$ cat config.mk
export PLATFORM = sky130hd
export DESIGN_NAME = backend_health_table_flat
export DESIGN_NICKNAME = d
export VERILOG_FILES = /design/src/hw/rtl/bht_pkg.sv /design/src/hw/rtl/bht_in_if.sv /design/src/hw/rtl/bht_out_if.sv /design/src/hw/rtl/bht_rem.sv /design/src/hw/rtl/bht_store.sv /design/src/hw/rtl/backend_health_table.sv /design/src/flat_wrapper.sv
export SDC_FILE = /design/constraint.sdc
export NUM_CORES = 1
export LEC_CHECK = 0
export ABC_AREA = 0
export BUFFER_PORTS_ARGS = -buffer_cell sky130_fd_sc_hd__buf_2
export CELL_PAD_IN_SITES_DETAIL_PLACEMENT = 0
export CELL_PAD_IN_SITES_GLOBAL_PLACEMENT = 1
export CORE_UTILIZATION = 53
export CTS_CLUSTER_SIZE = 8
export DETAILED_ROUTE_END_ITERATION = 10
export PLACE_DENSITY = 0.77
export REMOVE_ABC_BUFFERS = 1
export SLEW_MARGIN = 30
export SYNTH_ARGS = -nofsm -noshare
export SYNTH_HDL_FRONTEND = slang
export SYNTH_SLANG_ARGS = --single-unit
$ cat constraint.sdc
create_clock -name clk -period 7.95 [get_ports clk]
set_input_delay 1.59 -clock clk [delete_from_list [all_inputs] [get_ports clk]]
set_output_delay 1.59 -clock clk [all_outputs]
set_load 0.05 [all_outputs]
$ cat src/hw/rtl/bht_pkg.sv
`timescale 1ns / 1ps

package bht_pkg;

  localparam int DEF_MAX_BACKENDS = 16;

  localparam int ACTION_W  = 3;
  localparam int INDEX_W   = 4;
  localparam int ADDR_W    = 32;
  localparam int NB_W      = 5;
  localparam int MISSED_W  = 16;
  localparam int COUNT_W   = 17;
  localparam int CFG_DATA_W = 32;
  localparam int CFG_ADDR_W = 3;

  localparam logic [COUNT_W-1:0] COUNT_MAX = '1;

  typedef enum logic [ACTION_W-1:0] {
    ACT_LOAD      = 3'd0,
    ACT_HEARTBEAT = 3'd1,
    ACT_TICK      = 3'd2,
    ACT_ACTIVATE  = 3'd3,
    ACT_QUERY     = 3'd4,
    ACT_SELECT    = 3'd5
  } action_t;

  typedef enum logic [1:0] {
    MODE_INITIAL = 2'd0,
    MODE_NORMAL  = 2'd1,
    MODE_FAULT   = 2'd2
  } mode_t;

  typedef enum logic {
    REG_NUM_BACKENDS = 1'b0,
    REG_MAX_MISSED   = 1'b1
  } reg_idx_t;

  typedef struct packed {
    logic [ADDR_W-1:0]  address;
    mode_t              mode;
    logic [COUNT_W-1:0] count;
  } entry_t;

  typedef struct packed {
    logic [INDEX_W-1:0] index_out;
    logic               found;
    logic               entry_normal;
    logic               start_query;
    logic               activation_ack;
    logic               bad_index;
  } result_t;

endpackage

$ cat src/hw/rtl/bht_in_if.sv
`timescale 1ns / 1ps

interface bht_in_if import bht_pkg::*; ();
  logic                valid;
  logic                ready;
  logic [ACTION_W-1:0] action;
  logic [INDEX_W-1:0]  index;
  logic [ADDR_W-1:0]   address;
  logic                message_initial;
  logic                ack_ok;

  modport source (output valid, action, index, address, message_initial, ack_ok,
                  input ready);
  modport sink (input valid, action, index, address, message_initial, ack_ok,
                output ready);
endinterface

$ cat src/hw/rtl/bht_out_if.sv
`timescale 1ns / 1ps

interface bht_out_if import bht_pkg::*; ();
  logic               valid;
  logic               ready;
  logic [INDEX_W-1:0] index_out;
  logic               found;
  logic               entry_normal;
  logic               start_query;
  logic               activation_ack;
  logic               bad_index;

  modport source (output valid, index_out, found, entry_normal, start_query,
                  activation_ack, bad_index, input ready);
  modport sink (input valid, index_out, found, entry_normal, start_query,
                activation_ack, bad_index, output ready);
endinterface

$ cat src/hw/rtl/bht_rem.sv
`timescale 1ns / 1ps

module bht_rem import bht_pkg::*; (
  input  logic              clk,
  input  logic              rst_n,
  input  logic              start,
  input  logic [ADDR_W-1:0] dividend,
  input  logic [NB_W-1:0]   divisor,
  output logic              done,
  output logic [NB_W-1:0]   rem
);

  localparam int BitsPerStep = 4;
  localparam int Steps       = ADDR_W / BitsPerStep;
  localparam int CntW        = $clog2(Steps);

  logic              busy_r;
  logic              done_r;
  logic [CntW-1:0]   cnt_r;
  logic [NB_W-1:0]   rem_r;
  logic [NB_W-1:0]   rem_nxt;
  logic [NB_W-1:0]   div_r;
  logic [ADDR_W-1:0] sh_r;

  // Long division of the address, four bits at a time from the top. The
  // running remainder stays below the divisor, so one subtract per bit does.
  always_comb begin
    logic [NB_W:0] t;
    rem_nxt = rem_r;
    for (int b = 0; b < BitsPerStep; b++) begin
      t = {rem_nxt, sh_r[ADDR_W-1-b]};
      if (t >= {1'b0, div_r}) begin
        t = t - {1'b0, div_r};
      end
      rem_nxt = t[NB_W-1:0];
    end
  end

  always_ff @(posedge clk) begin
    if (!rst_n) begin
      busy_r <= 1'b0;
      done_r <= 1'b0;
      cnt_r  <= '0;
    end else begin
      done_r <= 1'b0;
      if (start) begin
        busy_r <= 1'b1;
        cnt_r  <= '0;
      end else if (busy_r) begin
        cnt_r <= cnt_r + 1'b1;
        if (cnt_r == CntW'(Steps - 1)) begin
          busy_r <= 1'b0;
          done_r <= 1'b1;
        end
      end
    end
  end

  always_ff @(posedge clk) begin
    if (start) begin
      sh_r  <= dividend;
      rem_r <= '0;
      div_r <= divisor;
    end else if (busy_r) begin
      sh_r  <= sh_r << BitsPerStep;
      rem_r <= rem_nxt;
    end
  end

  assign done = done_r;
  assign rem  = rem_r;

endmodule

$ cat src/hw/rtl/bht_store.sv
`timescale 1ns / 1ps

module bht_store import bht_pkg::*; #(
  parameter int MAX_BACKENDS = DEF_MAX_BACKENDS,
  localparam int IdxW = (MAX_BACKENDS > 1) ? $clog2(MAX_BACKENDS) : 1
) (
  input  logic            clk,
  input  logic            rst_n,
  input  logic            re,
  input  logic [IdxW-1:0] raddr,
  output entry_t          rdata,
  input  logic            we,
  input  logic [IdxW-1:0] waddr,
  input  entry_t          wdata
);

  entry_t mem [MAX_BACKENDS];
  logic   valid_r [MAX_BACKENDS];
  entry_t rd_data_r;
  logic   rd_vld_r;

  always_ff @(posedge clk) begin
    if (we) begin
      mem[waddr] <= wdata;
    end
    if (re) begin
      rd_data_r <= mem[raddr];
    end
  end

  // Entries never written since reset read as initial mode with a zero count.
  always_ff @(posedge clk) begin
    if (!rst_n) begin
      for (int i = 0; i < MAX_BACKENDS; i++) begin
        valid_r[i] <= 1'b0;
      end
      rd_vld_r <= 1'b0;
    end else begin
      if (we) begin
        valid_r[waddr] <= 1'b1;
      end
      if (re) begin
        rd_vld_r <= valid_r[raddr];
      end
    end
  end

  always_comb begin
    rdata.address = rd_data_r.address;
    rdata.mode    = rd_vld_r ? rd_data_r.mode : MODE_INITIAL;
    rdata.count   = rd_vld_r ? rd_data_r.count : '0;
  end

endmodule

$ cat src/hw/rtl/backend_health_table.sv
`timescale 1ns / 1ps

// Backend health table: one result beat per input beat, taken one item at a
// time. Entries live in a single-port-read store with a registered read;
// heartbeat, query reply and tick read an entry and write it back, load
// only writes, and select only reads. Load, and a load, heartbeat or query
// reply whose index is not below the entry count, go from dispatch straight
// to the result; heartbeat and query reply read the entry, then write it
// back. Tick and activation walk the entries in use one per cycle through
// the store's read port; an activation stops at its first match. Select: a
// remainder unit, four address bits a cycle, computes the address modulo
// the entry count before the read. A new item is taken once the previous
// result sits in the output register. Reset returns every entry to initial
// mode with a zero count at once; addresses hold nothing until loaded.
module backend_health_table import bht_pkg::*; #(
  parameter int MAX_BACKENDS = DEF_MAX_BACKENDS
) (
  input  logic                  clk,
  input  logic                  rst_n,
  bht_in_if.sink                in_ch,
  bht_out_if.source             out_ch,
  input  logic                  psel,
  input  logic                  penable,
  input  logic                  pwrite,
  input  logic [CFG_ADDR_W-1:0] paddr,
  input  logic [CFG_DATA_W-1:0] pwdata,
  output logic [CFG_DATA_W-1:0] prdata,
  output logic                  pready
);

  localparam int IdxW = (MAX_BACKENDS > 1) ? $clog2(MAX_BACKENDS) : 1;

  typedef enum logic [6:0] {
    S_IDLE     = 7'b0000001,
    S_DISPATCH = 7'b0000010,
    S_RMW      = 7'b0000100,
    S_SCAN     = 7'b0001000,
    S_REM      = 7'b0010000,
    S_SEL      = 7'b0100000,
    S_DONE     = 7'b1000000
  } state_t;

  state_t              state_r, state_nxt;
  logic [NB_W-1:0]     nb_r;
  logic [MISSED_W-1:0] mm_r;

  action_t             act_r;
  logic [INDEX_W-1:0]  idx_r;
  logic [ADDR_W-1:0]   addr_r;
  logic                init_r;
  logic                ack_r;

  logic [IdxW-1:0]     scan_r, scan_nxt;
  result_t             res_r, res_nxt;
  result_t             out_r;
  logic                out_valid_r;

  logic                in_fire;
  logic                out_load;
  logic                cfg_wr;
  logic [NB_W-1:0]     n_eff;
  logic                idx_ok;
  logic [IdxW-1:0]     idx_e;
  logic                last;

  logic                st_re, st_we;
  logic [IdxW-1:0]     st_raddr, st_waddr;
  entry_t              st_rdata, st_wdata;
  entry_t              tick_e;

  logic                rem_start, rem_done;
  logic [NB_W-1:0]     rem_val;

  bht_store #(.MAX_BACKENDS(MAX_BACKENDS)) u_store (
    .clk   (clk),
    .rst_n (rst_n),
    .re    (st_re),
    .raddr (st_raddr),
    .rdata (st_rdata),
    .we    (st_we),
    .waddr (st_waddr),
    .wdata (st_wdata)
  );

  bht_rem u_rem (
    .clk      (clk),
    .rst_n    (rst_n),
    .start    (rem_start),
    .dividend (addr_r),
    .divisor  (n_eff),
    .done     (rem_done),
    .rem      (rem_val)
  );

  // Configuration port.
  assign pready = 1'b1;
  assign cfg_wr = psel && penable && pwrite;

  always_ff @(posedge clk) begin
    if (!rst_n) begin
      nb_r <= NB_W'(1);
      mm_r <= MISSED_W'(3);
    end else if (cfg_wr) begin
      case (reg_idx_t'(paddr[2]))
        REG_NUM_BACKENDS: nb_r <= pwdata[NB_W-1:0];
        REG_MAX_MISSED:   mm_r <= pwdata[MISSED_W-1:0];
        default: ;
      endcase
    end
  end

  always_comb begin
    case (reg_idx_t'(paddr[2]))
      REG_NUM_BACKENDS: prdata = CFG_DATA_W'(nb_r);
      REG_MAX_MISSED:   prdata = CFG_DATA_W'(mm_r);
      default:          prdata = '0;
    endcase
  end

  // Entry count in use, clamped to at least one and to the table size.
  always_comb begin
    if (nb_r == '0) begin
      n_eff = NB_W'(1);
    end else if (32'(nb_r) > MAX_BACKENDS) begin
      n_eff = NB_W'(MAX_BACKENDS);
    end else begin
      n_eff = nb_r;
    end
  end

  assign idx_ok = {1'b0, idx_r} < n_eff;
  assign idx_e  = IdxW'(idx_r);
  assign last   = (32'(scan_r) + 32'd1) == 32'(n_eff);

  // Tick update of the entry currently read.
  always_comb begin
    tick_e = st_rdata;
    if (st_rdata.mode == MODE_NORMAL && st_rdata.count != COUNT_MAX) begin
      tick_e.count = st_rdata.count + 1'b1;
    end
    if (tick_e.count > {1'b0, mm_r}) begin
      tick_e.mode = MODE_FAULT;
    end
  end

  assign in_fire  = in_ch.valid && in_ch.ready;
  assign out_load = (state_r == S_DONE) && (!out_valid_r || out_ch.ready);

  always_comb begin
    state_nxt = state_r;
    scan_nxt  = scan_r;
    res_nxt   = res_r;
    st_re     = 1'b0;
    st_raddr  = '0;
    st_we     = 1'b0;
    st_waddr  = '0;
    st_wdata  = st_rdata;
    rem_start = 1'b0;
    case (state_r)
      S_IDLE: begin
        if (in_fire) begin
          state_nxt = S_DISPATCH;
        end
      end
      S_DISPATCH: begin
        res_nxt = '0;
        case (act_r)
          ACT_LOAD, ACT_HEARTBEAT, ACT_QUERY: begin
            if (!idx_ok) begin
              res_nxt.bad_index = 1'b1;
              state_nxt = S_DONE;
            end else if (act_r == ACT_LOAD) begin
              st_we            = 1'b1;
              st_waddr         = idx_e;
              st_wdata.address = addr_r;
              st_wdata.mode    = MODE_INITIAL;
              st_wdata.count   = '0;
              state_nxt        = S_DONE;
            end else begin
              st_re     = 1'b1;
              st_raddr  = idx_e;
              state_nxt = S_RMW;
            end
          end
          ACT_TICK, ACT_ACTIVATE: begin
            res_nxt.activation_ack = (act_r == ACT_ACTIVATE);
            st_re     = 1'b1;
            st_raddr  = '0;
            scan_nxt  = '0;
            state_nxt = S_SCAN;
          end
          ACT_SELECT: begin
            rem_start = 1'b1;
            state_nxt = S_REM;
          end
          default: begin
            state_nxt = S_DONE;
          end
        endcase
      end
      S_RMW: begin
        st_we    = 1'b1;
        st_waddr = idx_e;
        if (act_r == ACT_HEARTBEAT) begin
          if (st_rdata.mode == MODE_NORMAL) begin
            st_wdata.count = '0;
          end
          res_nxt.start_query = (st_rdata.mode == MODE_FAULT);
        end else if (ack_r) begin
          st_wdata.mode  = MODE_NORMAL;
          st_wdata.count = '0;
        end
        state_nxt = S_DONE;
      end
      S_SCAN: begin
        // Data for entry scan_r is here; the next entry is read meanwhile.
        if (act_r == ACT_TICK) begin
          st_we    = 1'b1;
          st_waddr = scan_r;
          st_wdata = tick_e;
          if (last) begin
            state_nxt = S_DONE;
          end else begin
            st_re    = 1'b1;
            st_raddr = scan_r + 1'b1;
            scan_nxt = scan_r + 1'b1;
          end
        end else if (st_rdata.address == addr_r) begin
          res_nxt.found     = 1'b1;
          res_nxt.index_out = INDEX_W'(scan_r);
          if (init_r) begin
            st_we          = 1'b1;
            st_waddr       = scan_r;
            st_wdata.mode  = MODE_NORMAL;
            st_wdata.count = '0;
          end
          state_nxt = S_DONE;
        end else if (last) begin
          state_nxt = S_DONE;
        end else begin
          st_re    = 1'b1;
          st_raddr = scan_r + 1'b1;
          scan_nxt = scan_r + 1'b1;
        end
      end
      S_REM: begin
        if (rem_done) begin
          st_re             = 1'b1;
          st_raddr          = IdxW'(rem_val);
          res_nxt.index_out = INDEX_W'(rem_val);
          state_nxt         = S_SEL;
        end
      end
      S_SEL: begin
        res_nxt.entry_normal = (st_rdata.mode == MODE_NORMAL);
        state_nxt = S_DONE;
      end
      S_DONE: begin
        if (out_load) begin
          state_nxt = S_IDLE;
        end
      end
      default: begin
        state_nxt = S_IDLE;
      end
    endcase
  end

  always_ff @(posedge clk) begin
    if (!rst_n) begin
      state_r     <= S_IDLE;
      out_valid_r <= 1'b0;
    end else begin
      state_r <= state_nxt;
      if (out_load) begin
        out_valid_r <= 1'b1;
      end else if (out_ch.ready) begin
        out_valid_r <= 1'b0;
      end
    end
  end

  always_ff @(posedge clk) begin
    if (in_fire) begin
      act_r  <= action_t'(in_ch.action);
      idx_r  <= in_ch.index;
      addr_r <= in_ch.address;
      init_r <= in_ch.message_initial;
      ack_r  <= in_ch.ack_ok;
    end
    scan_r <= scan_nxt;
    res_r  <= res_nxt;
    if (out_load) begin
      out_r <= res_r;
    end
  end

  assign in_ch.ready           = (state_r == S_IDLE);
  assign out_ch.valid          = out_valid_r;
  assign out_ch.index_out      = out_r.index_out;
  assign out_ch.found          = out_r.found;
  assign out_ch.entry_normal   = out_r.entry_normal;
  assign out_ch.start_query    = out_r.start_query;
  assign out_ch.activation_ack = out_r.activation_ack;
  assign out_ch.bad_index      = out_r.bad_index;

`ifndef SYNTHESIS
  // The scan reads one entry ahead of the one it writes back.
  a_no_rw_overlap: assert property (@(posedge clk) disable iff (!rst_n)
    (st_we && st_re) |-> (st_waddr != st_raddr))
    else $error("store read and write hit the same entry");

  a_rem_in_select: assert property (@(posedge clk) disable iff (!rst_n)
    rem_done |-> (state_r == S_REM))
    else $error("remainder finished outside a select");

  a_accept_starts: assert property (@(posedge clk) disable iff (!rst_n)
    in_fire |=> (state_r == S_DISPATCH))
    else $error("accepted beat not dispatched");
`endif

endmodule
$ cat src/flat_wrapper.sv
// flat-port wrapper written by rule: the top's interface ports become plain ports
module backend_health_table_flat import bht_pkg::*;
#(
  parameter int MAX_BACKENDS = DEF_MAX_BACKENDS
)
  (clk, rst_n, psel, penable, pwrite, paddr, pwdata, prdata, pready, in_ch_valid, in_ch_action, in_ch_index, in_ch_address, in_ch_message_initial, in_ch_ack_ok, in_ch_ready, out_ch_valid, out_ch_index_out, out_ch_found, out_ch_entry_normal, out_ch_start_query, out_ch_activation_ack, out_ch_bad_index, out_ch_ready);
  bht_in_if in_ch_i ();
  bht_out_if out_ch_i ();
  input  logic clk;
  input  logic rst_n;
  input  logic psel;
  input  logic penable;
  input  logic pwrite;
  input  logic [CFG_ADDR_W-1:0] paddr;
  input  logic [CFG_DATA_W-1:0] pwdata;
  output logic [CFG_DATA_W-1:0] prdata;
  output logic pready;
  input wire logic [$bits(in_ch_i.valid)-1:0] in_ch_valid;
  input wire logic [$bits(in_ch_i.action)-1:0] in_ch_action;
  input wire logic [$bits(in_ch_i.index)-1:0] in_ch_index;
  input wire logic [$bits(in_ch_i.address)-1:0] in_ch_address;
  input wire logic [$bits(in_ch_i.message_initial)-1:0] in_ch_message_initial;
  input wire logic [$bits(in_ch_i.ack_ok)-1:0] in_ch_ack_ok;
  output wire logic [$bits(in_ch_i.ready)-1:0] in_ch_ready;
  output wire logic [$bits(out_ch_i.valid)-1:0] out_ch_valid;
  output wire logic [$bits(out_ch_i.index_out)-1:0] out_ch_index_out;
  output wire logic [$bits(out_ch_i.found)-1:0] out_ch_found;
  output wire logic [$bits(out_ch_i.entry_normal)-1:0] out_ch_entry_normal;
  output wire logic [$bits(out_ch_i.start_query)-1:0] out_ch_start_query;
  output wire logic [$bits(out_ch_i.activation_ack)-1:0] out_ch_activation_ack;
  output wire logic [$bits(out_ch_i.bad_index)-1:0] out_ch_bad_index;
  input wire logic [$bits(out_ch_i.ready)-1:0] out_ch_ready;
  assign in_ch_i.valid = in_ch_valid;
  assign in_ch_i.action = in_ch_action;
  assign in_ch_i.index = in_ch_index;
  assign in_ch_i.address = in_ch_address;
  assign in_ch_i.message_initial = in_ch_message_initial;
  assign in_ch_i.ack_ok = in_ch_ack_ok;
  assign in_ch_ready = in_ch_i.ready;
  assign out_ch_valid = out_ch_i.valid;
  assign out_ch_index_out = out_ch_i.index_out;
  assign out_ch_found = out_ch_i.found;
  assign out_ch_entry_normal = out_ch_i.entry_normal;
  assign out_ch_start_query = out_ch_i.start_query;
  assign out_ch_activation_ack = out_ch_i.activation_ack;
  assign out_ch_bad_index = out_ch_i.bad_index;
  assign out_ch_i.ready = out_ch_ready;
  backend_health_table #(.MAX_BACKENDS(MAX_BACKENDS)) u_core (.clk(clk), .rst_n(rst_n), .in_ch(in_ch_i), .out_ch(out_ch_i), .psel(psel), .penable(penable), .pwrite(pwrite), .paddr(paddr), .pwdata(pwdata), .prdata(prdata), .pready(pready));
endmodule
==> results.py <==
metrics = {
    "detailed_routing": {
        "wl_per_cell_um": 25.29,
        "vias": 24720,
        "antenna_left": 0,
        "drt_wl_total_um": 103200,
        "drt_first_pass_iters": 8,
        "avgViaCountPerCell": 6.055,
        "drc": 15,
        "drt_iter0_drc": 2018,
    },
    "timing": {
        "rsz0062_at_grt": "no",
        "slew_headroom_pct": 29.64,
        "fin_crit_sh_pct": 91.04,
        "max_freq_mhz": 138.2,
        "skew_ns": 0.02954,
        "tightest_slew_ns": 1.055,
        "fin_crit_ns": 7.237,
        "finalSetupViolCount": 0,
        "hold_violations": 0,
        "drv_slew": 0,
        "fin_ws_ns": 0.7126,
    },
    "power": {
        "vdd_drop_max_v": 0.0002267,
        "p_leak_nw": 16.88,
        "p_per_area_mw_per_mm2": 254.1,
    },
    "logic_synthesis": {
        "ys_seq_area_share_pct": 69.31,
        "async_flop_share_pct": 0,
        "synth-seq-cells": 1023,
        "synth_edf_count": 967,
        "synth_cell_types": 79,
        "yosysWarnings": 0,
        "synth_area_mm2": 0.04351,
        "yosys.area.top_type": "edfxtp_1",
        "ys.flop_type": "edfxtp_1",
        "syn_inst": 2829,
        "syn_avg_cell_area_um2": 15.38,
        "yosysTopAreaCellShare_pct": 66.73,
        "ys_top_cells_by_area": "edfxtp_1 (67%), mux2i_1 (7.3%), mux2_2 (3.8%), a211oi_1 (2.6%), dfxtp_1 (2.6%)",
    },
    "worst_setup_path": {
        "cp.required_ns": 8.55,
        "slowest_stage": "edfxtp_1",
        "slowest_delay_ns": 0.49,
        "end_kind": "flop",
        "start_kind": "flop",
        "crit_arrival_ns": 7.83,
        "crit_fanout": 6,
        "worstSetupPathType": "reg -> reg",
        "r2r_slack_ns": 0.71,
    },
    "clock_network": {
        "cts_hold_buf": 0,
        "post-cts-setup-buffers": 0,
        "htreeDepth": 4,
        "cts_buffers": 146,
        "ctsResizeCount": 0,
        "clk_latency_ns": 0.73,
        "cts_tree": "done",
        "clkTransAtPathRegs_ns": 0.06,
        "clk_path_buf_depth": 3,
        "cts.sinks": 1023,
        "cts-root-buf": "clkbuf_16",
    },
    "finish": {
        "drive_above_1_share_pct": 17.40,
        "fillers": 5929,
        "multi_input_comb_area_mm2": 0.01246,
        "final_cells": 4083,
        "syn2layout_area_growth_pct": 13.67,
        "regArea_mm2": 0.03016,
        "fin_nets": 3111,
        "antenna_cells": 0,
    },
    "outcome": {
        "outcome": "complete, but fails checks",
        "violations": "DRC",
    },
    "flow_run": {
        "drv_cap": 0,
    },
    "die": {
        "die_y_um": 288.5,
        "start_util_pct": 53.76,
        "core_area_mm2": 0.08094,
        "pin_count": 127,
        "die_area_mm2": 0.08325,
        "die_w_um": 288.5,
        "rows": 104,
    },
    "global_routing": {
        "track_usage_pct": 24.87,
        "grt_max_degree": 157,
        "grt_pass1_wl_um": 152400,
        "antenna_found_initial": 1,
        "grt_pass1_vias": 24370,
        "overflow": 0,
    },
    "placed_design": {
        "pre_cts_slack_ns": 0.7787,
        "port_buffers": 91,
        "gp_congestion": 0.7984,
        "dp_hpwl_um": 58850,
        "dp_cells": 3891,
    },
    "worst_hold_path": {
        "hold_path.class": "reg -> reg",
    },
}
## per-stage QoR
step / power (mW) / utilization, % / TNS (ns) / hold slack, ns / instance area (µm²)
finish: 12.57 / 61.11 / 0 / 0.4200 / 49460
floorplan: 6.903 / - / -877.13 / 0.4003 / 42580
CTS: 12.64 / 61.07 / 0 / 0.4178 / 49430
detailed placement: 7.141 / 56.08 / 0 / 0.4070 / 45390
global route: 12.98 / 61.11 / 0 / 0.4235 / 49460
global placement: 7.122 / 55.56 / 0 / 0.4062 / 44970
## cells in the mapped netlist (all sizes together), types with 3 or more instances
| cell | n |
|---|---|
| a21boi | 17 |
| nand2 | 185 |
| nand4b | 5 |
| nand3b | 6 |
| fa | 4 |
| a21o | 13 |
| o31a | 3 |
| nor4 | 6 |
| a211oi | 156 |
| and3 | 8 |
| and4 | 4 |
| o211ai | 5 |
| mux2 | 146 |
| buf | 96 |
| inv | 53 |
| o21ai | 35 |
| xnor2 | 58 |
| clkbuf | 75 |
| o21a | 19 |
| dfxtp | 56 |
| mux2i | 319 |
| and2 | 28 |
| a211o | 52 |
| nor2 | 61 |
| edfxtp | 967 |
| a21oi | 85 |
| nand3 | 26 |
| nand2b | 7 |
| o31ai | 3 |
| a31oi | 11 |
| ha | 45 |
| nor2b | 120 |
| nand4 | 19 |
| or3 | 4 |
| nor3 | 18 |
| nor3b | 4 |
| a32oi | 8 |
| o22ai | 65 |
| xor2 | 6 |
## worst max-delay path: cells and delay by family, from the launching register on
family | cells | cell delay [ns]
AOI/OAI and AO/OA | 11 | 2.36
adders and majority gates | 5 | 1.62
and+or+nand+nor | 7 | 1.34
muxes | 4 | 1.22
DFF | 1 | 0.49
buffers and inverters | 1 | 0.06
## cells by family after synthesis
kind of cell    count (synthesis)  share of synthesized area [%]
flops                        1023                          69.31
simple gates                  506                          5.926
compound gates                495                          8.069
mux                           465                          11.12
buf+inv                       224                          2.726
xor+xnor                       65                          1.357
fa+ha+maj                      49                          1.478
other cells                     2                        0.01726
## placed cells by master, fill, tap and decap left out, drive strengths merged, types with 17 or more instances in the layout
cell type / count
a211o: 52
a211oi: 156
a21boi: 17
a21oi: 85
and2: 28
buf: 158
clkbuf: 176
conb: 17
dfxtp: 56
edfxtp: 967
ha: 45
inv: 61
mux2: 146
mux2i: 319
nand2: 185
nand3: 26
nand4: 19
nor2: 61
nor2b: 120
nor3: 18
o21a: 19
o21ai: 35
o22ai: 65
xnor2: 58
## where the power goes
group / internal, mW / switching, mW
logic: 0.498 / 0.598
clock network: 3.33 / 2.19
registers: 5.89 / 0.0621
## worst paths after layout
path / from / cells after the start / to
worst max-delay path: u_core.u_rem.div_r[0] / 28 / u_core.u_rem.rem[3]
worst min-delay path: u_core.res_r[5] / 0 / u_core.out_ch.index_out[0]
worst max register to register: u_core.u_rem.div_r[0] / 28 / u_core.u_rem.rem[3]
worst min register to register: u_core.res_r[5] / 0 / u_core.out_ch.index_out[0]
## per-layer routing
layer	wire length [µm]	global-route usage (%)	vias up	part of all wire [%]
li1	-	-	11180	-
met1	46180	35.11	12530	45
met2	48930	40.07	858	47
met3	6139	4.123	154	5.9
met4	1993	6.865	0	1.9
met5	0	0	-	0
## state kept, by name, summed over array words and instances, names as in the netlist, 5 cells and up
register                  flops
u_core.u_rem.div_r            5
u_core.u_store.mem          816
u_core.mm_r                  16
u_core.u_store.rd_data_r     19
u_core.u_store.rdata         32
u_core.res_r                  9
u_core.addr_r                32
u_core.u_rem.sh_r            32
u_core.nb_r                   5
u_core.u_store.valid_r       16
u_core.u_rem.rem              5
u_core.state_r                7
## final cells by class
| type | count | share of cell area (%) |
|---|---|---|
| Clock buffer | 176 | 7.657 |
| Clock inverter | 16 | 0.5084 |
| Inverter | 53 | 0.4022 |
| Multi-Input combinational cell | 1597 | 25.18 |
| Sequential cell | 1023 | 60.97 |
| Tap cell | 1060 | 2.681 |
| Timing Repair Buffer | 158 | 2.595 |
No activity file was read; power rests on OpenSTA's default activity.
